File: config.mk
export PLATFORM = sky130hd
export DESIGN_NAME = mains_phase_fire_and_rate_counter_flat
export DESIGN_NICKNAME = d
export VERILOG_FILES = /design/src/rtl/core/mpfrc_pkg.sv /design/src/rtl/core/mpfrc_if.sv /design/src/rtl/core/mains_phase_fire_and_rate_counter.sv /design/src/flat_wrapper.sv
export VERILOG_INCLUDE_DIRS = /design/src /design/src/rtl/core
export SDC_FILE = /design/constraint.sdc
export NUM_CORES = 1
export LEC_CHECK = 0
export ABC_AREA = 0
export BUFFER_PORTS_ARGS = -buffer_cell sky130_fd_sc_hd__buf_2
export CORE_MARGIN = 2
export CORE_UTILIZATION = 58
export CTS_CLUSTER_SIZE = 40
export DETAILED_ROUTE_END_ITERATION = 8
export GPL_TIMING_DRIVEN = 0
export HOLD_SLACK_MARGIN = 0.12
export PLACE_DENSITY = 0.8
export SLEW_MARGIN = 25
export SYNTH_ARGS = -nofsm -noshare
export SYNTH_HDL_FRONTEND = slang
export SYNTH_SLANG_ARGS = --single-unit
export TNS_END_PERCENT = 50
File: constraint.sdc
create_clock -name clk_i -period 3.5 [get_ports clk_i]
set_clock_uncertainty 0.2 [all_clocks]
set_input_delay 0.525 -clock clk_i [delete_from_list [all_inputs] [get_ports clk_i]]
set_output_delay 0.525 -clock clk_i [all_outputs]
set_load 0.005 [all_outputs]
File: src/rtl/core/mains_phase_fire_and_rate_counter_assert.svh
// assertion macros for the phase fire and rate counter
`ifndef MAINS_PHASE_FIRE_AND_RATE_COUNTER_ASSERT_SVH
`define MAINS_PHASE_FIRE_AND_RATE_COUNTER_ASSERT_SVH

// same-cycle implication, sampled on clk_i, off during reset
`define MPFRC_ASSERT_IMP(lbl, ante, cons) \
  lbl: assert property (@(posedge clk_i) disable iff (!rst_ni) (ante) |-> (cons)) \
    else $error("mpfrc: implication check failed");

// next-cycle implication, sampled on clk_i, off during reset
`define MPFRC_ASSERT_NXT(lbl, ante, cons) \
  lbl: assert property (@(posedge clk_i) disable iff (!rst_ni) (ante) |=> (cons)) \
    else $error("mpfrc: next-cycle check failed");

`endif

File: src/rtl/core/mpfrc_pkg.sv
package mpfrc_pkg;

  localparam int unsigned COUNT_WIDTH = 16;
  localparam int unsigned TIMER_WIDTH = 16;
  localparam int unsigned LOAD_COUNT  = 6;
  localparam int unsigned DELAY_WIDTH = 16;
  localparam int unsigned RATE_WIDTH  = 16;
  localparam int unsigned IMP_WIDTH   = 16;

  localparam logic [IMP_WIDTH-1:0] IMPULSE_RESET = IMP_WIDTH'(100);

  // firing phase of the triac gate
  typedef enum logic [1:0] {
    PH_OFF,
    PH_WAIT,
    PH_IMPULSE
  } phase_e;

  // one input word as held in the input register
  typedef struct packed {
    logic                   mains_level;
    logic                   sonar_level;
    logic                   tacho_level;
    logic                   second_strobe;
    logic [DELAY_WIDTH-1:0] fire_delay;
    logic [LOAD_COUNT-1:0]  load_request;
  } in_word_t;

  // saturating increment of an edge count
  function automatic logic [COUNT_WIDTH-1:0] sat_inc(input logic [COUNT_WIDTH-1:0] c);
    logic [COUNT_WIDTH-1:0] r;
    if (c == {COUNT_WIDTH{1'b1}}) begin
      r = c;
    end else begin
      r = c + COUNT_WIDTH'(1);
    end
    return r;
  endfunction

endpackage

File: src/rtl/core/mpfrc_if.sv
// input channel: sampled pins, strobe, delay and load request
interface mpfrc_in_if;
  import mpfrc_pkg::*;

  logic                   valid;
  logic                   ready;
  logic                   mains_level;
  logic                   sonar_level;
  logic                   tacho_level;
  logic                   second_strobe;
  logic [DELAY_WIDTH-1:0] fire_delay;
  logic [LOAD_COUNT-1:0]  load_request;

  modport source (
    output valid, mains_level, sonar_level, tacho_level, second_strobe,
           fire_delay, load_request,
    input  ready
  );

  modport sink (
    input  valid, mains_level, sonar_level, tacho_level, second_strobe,
           fire_delay, load_request,
    output ready
  );
endinterface

// output channel: gate, loads and published rates
interface mpfrc_out_if;
  import mpfrc_pkg::*;

  logic                  valid;
  logic                  ready;
  logic                  motor_gate;
  logic [LOAD_COUNT-1:0] load_drive;
  logic [RATE_WIDTH-1:0] sonar_rate;
  logic [RATE_WIDTH-1:0] tacho_rate;
  logic [RATE_WIDTH-1:0] mains_rate;

  modport source (
    output valid, motor_gate, load_drive, sonar_rate, tacho_rate, mains_rate,
    input  ready
  );

  modport sink (
    input  valid, motor_gate, load_drive, sonar_rate, tacho_rate, mains_rate,
    output ready
  );
endinterface

File: src/rtl/core/mains_phase_fire_and_rate_counter.sv
// an accepted word enters the input register, then steps into the result registers
// throughput: one word per cycle unless out_o.ready stalls; the input register
//   and the result register (gate, load and rate state) form a two-stage pipeline
// reset: rst_ni async active low; pins, counts, rates, gate and loads clear,
//   phase off, impulse length register returns to 100
module mains_phase_fire_and_rate_counter (
  input  logic                           clk_i,
  input  logic                           rst_ni,
  input  logic                           cfg_we_i,
  input  logic [mpfrc_pkg::IMP_WIDTH-1:0] cfg_wdata_i,
  mpfrc_in_if.sink                       in_i,
  mpfrc_out_if.source                    out_o
);
  import mpfrc_pkg::*;

  logic                   in_impulse;
  logic [IMP_WIDTH-1:0]   imp_len_q;

  logic                   s1_valid_q;
  in_word_t               s1_q;
  logic                   out_valid_q;
  logic                   advance;
  logic                   step;

  logic                   mains_prev_q, mains_prev_d;
  logic                   sonar_prev_q, sonar_prev_d;
  logic                   tacho_prev_q, tacho_prev_d;
  logic [COUNT_WIDTH-1:0] sonar_cnt_q, sonar_cnt_d;
  logic [COUNT_WIDTH-1:0] tacho_cnt_q, tacho_cnt_d;
  logic [COUNT_WIDTH-1:0] mains_cnt_q, mains_cnt_d;
  logic [COUNT_WIDTH-1:0] sonar_pub_q, sonar_pub_d;
  logic [COUNT_WIDTH-1:0] tacho_pub_q, tacho_pub_d;
  logic [COUNT_WIDTH-1:0] mains_pub_q, mains_pub_d;
  phase_e                 phase_q, phase_d;
  logic [TIMER_WIDTH-1:0] timer_q, timer_d;
  logic [TIMER_WIDTH-1:0] timer_dec;
  logic [TIMER_WIDTH-1:0] imp_len;
  logic                   gate_q, gate_d;
  logic [LOAD_COUNT-1:0]  load_q, load_d;

  // impulse length register
  always_ff @(posedge clk_i or negedge rst_ni) begin
    if (!rst_ni) begin
      imp_len_q <= IMPULSE_RESET;
    end else if (cfg_we_i) begin
      imp_len_q <= cfg_wdata_i;
    end
  end

  // pipeline control
  assign advance    = !out_valid_q || out_o.ready;
  assign step       = advance && s1_valid_q;
  assign in_i.ready = !s1_valid_q || advance;

  // input register
  always_ff @(posedge clk_i or negedge rst_ni) begin
    if (!rst_ni) begin
      s1_valid_q  <= 1'b0;
      out_valid_q <= 1'b0;
    end else begin
      if (in_i.ready) begin
        s1_valid_q <= in_i.valid;
      end
      if (advance) begin
        out_valid_q <= s1_valid_q;
      end
    end
  end

  always_ff @(posedge clk_i) begin
    if (in_i.valid && in_i.ready) begin
      s1_q.mains_level   <= in_i.mains_level;
      s1_q.sonar_level   <= in_i.sonar_level;
      s1_q.tacho_level   <= in_i.tacho_level;
      s1_q.second_strobe <= in_i.second_strobe;
      s1_q.fire_delay    <= in_i.fire_delay;
      s1_q.load_request  <= in_i.load_request;
    end
  end

  assign timer_dec  = timer_q - TIMER_WIDTH'(1);
  assign imp_len    = TIMER_WIDTH'(imp_len_q);
  assign in_impulse = (phase_q == PH_IMPULSE);

  // per-tick state update
  always_comb begin
    mains_prev_d = mains_prev_q;
    sonar_prev_d = sonar_prev_q;
    tacho_prev_d = tacho_prev_q;
    sonar_cnt_d  = sonar_cnt_q;
    tacho_cnt_d  = tacho_cnt_q;
    mains_cnt_d  = mains_cnt_q;
    sonar_pub_d  = sonar_pub_q;
    tacho_pub_d  = tacho_pub_q;
    mains_pub_d  = mains_pub_q;
    phase_d      = phase_q;
    timer_d      = timer_q;
    gate_d       = gate_q;
    load_d       = load_q;

    if (step) begin
      // sonar and tacho edge counts
      if (s1_q.sonar_level != sonar_prev_q) begin
        sonar_cnt_d  = sat_inc(sonar_cnt_q);
        sonar_prev_d = s1_q.sonar_level;
      end
      if (s1_q.tacho_level != tacho_prev_q) begin
        tacho_cnt_d  = sat_inc(tacho_cnt_q);
        tacho_prev_d = s1_q.tacho_level;
      end

      // zero crossing restarts the firing cycle
      if (s1_q.mains_level != mains_prev_q) begin
        mains_prev_d = s1_q.mains_level;
        gate_d       = 1'b0;
        load_d       = s1_q.load_request;
        mains_cnt_d  = sat_inc(mains_cnt_q);
        timer_d      = TIMER_WIDTH'(s1_q.fire_delay);
        phase_d      = (TIMER_WIDTH'(s1_q.fire_delay) != '0) ? PH_WAIT : PH_OFF;
      end else begin
        unique case (phase_q)
          PH_WAIT: begin
            timer_d = timer_dec;
            if (timer_dec == '0) begin
              if (imp_len != '0) begin
                gate_d  = 1'b1;
                timer_d = imp_len;
                phase_d = PH_IMPULSE;
              end else begin
                gate_d  = 1'b0;
                phase_d = PH_OFF;
              end
            end
          end
          PH_IMPULSE: begin
            timer_d = timer_dec;
            if (timer_dec == '0) begin
              gate_d  = 1'b0;
              phase_d = PH_OFF;
            end
          end
          default: begin
            phase_d = PH_OFF;
            gate_d  = 1'b0;
            timer_d = '0;
          end
        endcase
      end

      // publish and clear on the second strobe
      if (s1_q.second_strobe) begin
        sonar_pub_d = sonar_cnt_d;
        tacho_pub_d = tacho_cnt_d;
        mains_pub_d = mains_cnt_d;
        sonar_cnt_d = '0;
        tacho_cnt_d = '0;
        mains_cnt_d = '0;
      end
    end
  end

  // state and result registers
  always_ff @(posedge clk_i or negedge rst_ni) begin
    if (!rst_ni) begin
      mains_prev_q <= 1'b0;
      sonar_prev_q <= 1'b0;
      tacho_prev_q <= 1'b0;
      sonar_cnt_q  <= '0;
      tacho_cnt_q  <= '0;
      mains_cnt_q  <= '0;
      sonar_pub_q  <= '0;
      tacho_pub_q  <= '0;
      mains_pub_q  <= '0;
      phase_q      <= PH_OFF;
      timer_q      <= '0;
      gate_q       <= 1'b0;
      load_q       <= '0;
    end else begin
      mains_prev_q <= mains_prev_d;
      sonar_prev_q <= sonar_prev_d;
      tacho_prev_q <= tacho_prev_d;
      sonar_cnt_q  <= sonar_cnt_d;
      tacho_cnt_q  <= tacho_cnt_d;
      mains_cnt_q  <= mains_cnt_d;
      sonar_pub_q  <= sonar_pub_d;
      tacho_pub_q  <= tacho_pub_d;
      mains_pub_q  <= mains_pub_d;
      phase_q      <= phase_d;
      timer_q      <= timer_d;
      gate_q       <= gate_d;
      load_q       <= load_d;
    end
  end

  // result word
  assign out_o.valid      = out_valid_q;
  assign out_o.motor_gate = gate_q;
  assign out_o.load_drive = load_q;
  assign out_o.sonar_rate = RATE_WIDTH'(sonar_pub_q);
  assign out_o.tacho_rate = RATE_WIDTH'(tacho_pub_q);
  assign out_o.mains_rate = RATE_WIDTH'(mains_pub_q);

  // checks
`include "mains_phase_fire_and_rate_counter_assert.svh"

  `MPFRC_ASSERT_IMP(a_gate_only_in_impulse, gate_q, in_impulse)
  `MPFRC_ASSERT_IMP(a_full_stall_blocks_input, s1_valid_q && !advance, !in_i.ready)
  `MPFRC_ASSERT_NXT(a_crossing_latches_loads,
    step && (s1_q.mains_level != mains_prev_q),
    (load_q == $past(s1_q.load_request)) && !gate_q)

endmodule

File: src/flat_wrapper.sv
// flat-port wrapper written by rule: the top's interface ports become plain ports
module mains_phase_fire_and_rate_counter_flat import mpfrc_pkg::*;
  (clk_i, rst_ni, cfg_we_i, cfg_wdata_i, in_i_valid, in_i_mains_level, in_i_sonar_level, in_i_tacho_level, in_i_second_strobe, in_i_fire_delay, in_i_load_request, in_i_ready, out_o_valid, out_o_motor_gate, out_o_load_drive, out_o_sonar_rate, out_o_tacho_rate, out_o_mains_rate, out_o_ready);
  mpfrc_in_if in_i_i ();
  mpfrc_out_if out_o_i ();
  input  logic clk_i;
  input  logic rst_ni;
  input  logic cfg_we_i;
  input  logic [mpfrc_pkg::IMP_WIDTH-1:0] cfg_wdata_i;
  input wire logic [$bits(in_i_i.valid)-1:0] in_i_valid;
  input wire logic [$bits(in_i_i.mains_level)-1:0] in_i_mains_level;
  input wire logic [$bits(in_i_i.sonar_level)-1:0] in_i_sonar_level;
  input wire logic [$bits(in_i_i.tacho_level)-1:0] in_i_tacho_level;
  input wire logic [$bits(in_i_i.second_strobe)-1:0] in_i_second_strobe;
  input wire logic [$bits(in_i_i.fire_delay)-1:0] in_i_fire_delay;
  input wire logic [$bits(in_i_i.load_request)-1:0] in_i_load_request;
  output wire logic [$bits(in_i_i.ready)-1:0] in_i_ready;
  output wire logic [$bits(out_o_i.valid)-1:0] out_o_valid;
  output wire logic [$bits(out_o_i.motor_gate)-1:0] out_o_motor_gate;
  output wire logic [$bits(out_o_i.load_drive)-1:0] out_o_load_drive;
  output wire logic [$bits(out_o_i.sonar_rate)-1:0] out_o_sonar_rate;
  output wire logic [$bits(out_o_i.tacho_rate)-1:0] out_o_tacho_rate;
  output wire logic [$bits(out_o_i.mains_rate)-1:0] out_o_mains_rate;
  input wire logic [$bits(out_o_i.ready)-1:0] out_o_ready;
  assign in_i_i.valid = in_i_valid;
  assign in_i_i.mains_level = in_i_mains_level;
  assign in_i_i.sonar_level = in_i_sonar_level;
  assign in_i_i.tacho_level = in_i_tacho_level;
  assign in_i_i.second_strobe = in_i_second_strobe;
  assign in_i_i.fire_delay = in_i_fire_delay;
  assign in_i_i.load_request = in_i_load_request;
  assign in_i_ready = in_i_i.ready;
  assign out_o_valid = out_o_i.valid;
  assign out_o_motor_gate = out_o_i.motor_gate;
  assign out_o_load_drive = out_o_i.load_drive;
  assign out_o_sonar_rate = out_o_i.sonar_rate;
  assign out_o_tacho_rate = out_o_i.tacho_rate;
  assign out_o_mains_rate = out_o_i.mains_rate;
  assign out_o_i.ready = out_o_ready;
  mains_phase_fire_and_rate_counter u_core (.clk_i(clk_i), .rst_ni(rst_ni), .cfg_we_i(cfg_we_i), .cfg_wdata_i(cfg_wdata_i), .in_i(in_i_i), .out_o(out_o_i));
endmodule
==> flow_summary.ini <==
[clocking]
cts_buffers = 17
insertion_delay_ns = 0.43
cts.clk_slew.worst_paths_ns = 0.06
cts_tree = yes
cts_sinks = 167
clk_path_buf_depth = 2
h-tree-depth = 4
cts_root_buffer = clkbuf_16

[synth]
synth_nets = 913
syn_avg_cell_area_um2 = 9.84
synth_cells = 859
synth_compound_area_share_pct = 14.6
synth-edff-count = 26
ys_ff_latch = 167
synthFlopType = dfrtp_1
ys_warn_count = 0
synth_area_mm2 = 0.00846
post_synth_mux_area_share_pct = 7.22
synth-simple-area-share_pct = 18.7
ys_seq_area_share_pct = 51.0
synth_cell_type_count = 68
synthXorXnorAreaFrac_pct = 4.45
async_flop_share_pct = 84.4
synthAdderAreaFrac_pct = 1.04
synth_top_family_by_area = simple AND/OR/NAND/NOR gates

[critical_path]
crit_type = reg -> reg
crit_arrival_ns = 3.14
worst_setup_path_end_kind = flip-flop
start_kind = flip-flop
worst_ep_required_time_ns = 3.67
max_stage_delay_ns = 0.94
crit_fanout = 10
crit_path_top_delay_cell = nor4_1
worstPathCellList = nor4_1, nand4_1, a21oi_1, o2111ai_4, nor2_4, buf_6, a21o_1

[timing]
finalSetupTns_ns = 0
rsz0062_at_grt = false
tightest_slew_ns = 1.07
finalWorstSetupSlack_ns = 0.533
hold_violations = 0
max_freq_mhz = 337
min_period_over_period_pct = 84.8
setup_viol = 0
slew_headroom_pct = 28.2
min_period_ns = 2.97
hold_ws_ns = 0.129
slew_viol_final = 0

[layout]
antenna_cells = 0
fill_cells = 1084
final_area_mm2 = 0.0101
fin_nets = 1069
final_common_cell = dfrtp_1
drive_gt1_share_pct = 18.2
layout_common_cells = dfrtp_1, nand2_1, buf_2
fin_cells = 1211
syn_to_final_growth_pct = 19.8
fin_util_pct = 70.5

[pwr]
intPower_mw = 3.91
finalPower_mw = 5.73
power_leakage_nw = 4.43
powerDensity_mw_per_mm2 = 565
power_frac_comb_pct = 24.4
net-switching-power_mw = 1.82
pwr-share-seq_pct = 44.4
sw_frac_of_total_pct = 31.8
peakVddDrop_uv = 384
clockPowerShare_pct = 31.2

[flow_run]
maxCapViolCount = 0

[global_routing]
grt_overflow_total = 0
antenna_found_initial = 0
grt_max_degree = 93
grt_pass1_wl_um = 34600
grt_usage_pct = 27.7
grt_pass1_vias = 6938

[placed_design]
place_inst = 1146
place.gp.congestion = 0.915
postPlaceCellArea_mm2 = 0.00924
numPortBuffers = 102
hpwlAfterDp_um = 14600
place_worst_setup_slack_ns = 0.330

[routing]
drt_iter0_drc = 655
num_vias = 7165
antenna_left = 0
drc = 0
dr.pass1.iters = 5
drt_wl_total_um = 21100
post_drt_wl_per_cell_um = 17.4
vias_per_cell = 5.92

[die]
dieWidth_um = 125
io_pins = 104
num_rows = 44
dieArea_mm2 = 0.0156
initial_utilization_pct = 58.8
die_y_um = 125
core-area_mm2 = 0.0144

[hold_path]
hold_class = in -> reg

[run_status]
status = complete, no violations
==> kinds of logic (layout without fill, tap and decap cells) <==
group                    count (synthesis)  count (layout)
AND/OR/NAND/NOR                        321             321
AO/OA/AOI/OAI                          200             200
flip-flops                             167             167
buffers and inverters                   63             231
multiplexers                            58              58
XOR/XNOR                                43              43
adder cells (fa/ha/maj)                  7               7
==> synthesized netlist by cell type, types with 4 or more instances <==
cell type / instances / area share, %
nand2_1: 127 / 5.6
inv_1: 13 / 0.58
xor2_1: 18 / 1.9
buf_1: 7 / 0.31
ha_1: 7 / 1.0
nand2b_1: 5 / 0.37
nor2b_1: 5 / 0.37
and4_1: 6 / 0.62
a31oi_1: 9 / 0.67
o22ai_1: 4 / 0.30
or4_1: 5 / 0.44
mux2_2: 24 / 3.2
a22oi_1: 9 / 0.80
clkbuf_1: 40 / 1.8
and3_1: 8 / 0.59
nor3_1: 12 / 0.71
nand4_1: 13 / 0.96
o31ai_1: 5 / 0.44
o21ai_0: 99 / 5.9
nor2_1: 68 / 3.0
nand3_1: 25 / 1.5
edfxtp_1: 26 / 9.2
a21o_1: 12 / 1.1
mux2i_1: 34 / 4.0
nor4_1: 18 / 1.3
xnor2_1: 25 / 2.6
dfrtp_1: 138 / 41
or3_1: 4 / 0.30
and2_1: 4 / 0.30
a21oi_1: 23 / 1.4
==> sequential cells by signal, indices dropped and copies added (netlist names), 6 cells and up <==
name and count:
u_core.s1_q 26, u_core.out_o.tacho_rate 16, u_core.tacho_cnt_q 16, u_core.out_o.sonar_rate 16
u_core.imp_len 16, u_core.timer_q 16, u_core.sonar_cnt_q 16, u_core.mains_cnt_q 16
u_core.out_o.mains_rate 16, u_core.out_o.load_drive 6
==> metal layers <==
layer  global-route usage [%]  vias to the layer above  wire, µm
met1                     35.5                     3441      8690
met3                     4.55                       56      1240
li1                         -                     3388         -
met5                        0                        -         0
met4                     12.8                        0       737
met2                     46.4                      280     10400
==> repair_timing <==
item                      CTS  global route
hold endpoints to repair  121             0
gates resized for setup     0             0
hold buffers               34             0
setup buffers               0             0
==> worst paths after layout <==
check	slack [ns]	end	cells after the start	from
max in group asynchronous	1.92	u_core.out_o.valid	3	rst_ni
min reg2reg	0.27	u_core.out_o.tacho_rate[0]	2	u_core.out_o.tacho_rate[0]
min in group asynchronous	0.50	u_core.out_o.tacho_rate[8]	2	rst_ni
max reg2reg	0.53	u_core.timer_q[15]	7	u_core.timer_q[4]
min	0.13	u_core.imp_len[12]	2	cfg_wdata_i[12]
max	0.53	u_core.timer_q[15]	7	u_core.timer_q[4]
==> worst max-delay path, delay by kind of cell (launching register included) <==
family | cells | cell delay [ns]
and+or+nand+nor | 3 | 1.40
AOI/OAI and AO/OA | 3 | 0.69
buffers and inverters | 1 | 0.18
DFF | 1 | 0.46
==> layout make-up <==
cell class	instances	area (µm²)	area share [%]
flip-flops and latches	167	4310	42.6
multi-input cells	629	3900	38.5
repair buffers	137	888	8.77
clock buffers	23	488	4.82
well taps	184	230	2.27
plain buffers	50	198	1.95
clock inverters	8	70.1	0.691
inverters	13	48.8	0.482
==> power by group through the flow <==
stage / registers (mW) / logic (mW) / clock network [mW]
2_1_floorplan: 2.51 / 0.918 / 0
3_3_place_gp: 2.55 / 1.31 / 0
3_5_place_dp: 2.57 / 1.35 / 0
4_1_cts: 2.53 / 1.39 / 1.80
5_1_grt: 2.58 / 1.55 / 1.88
6_report: 2.54 / 1.40 / 1.78
Power figures use the tool's default switching activity.
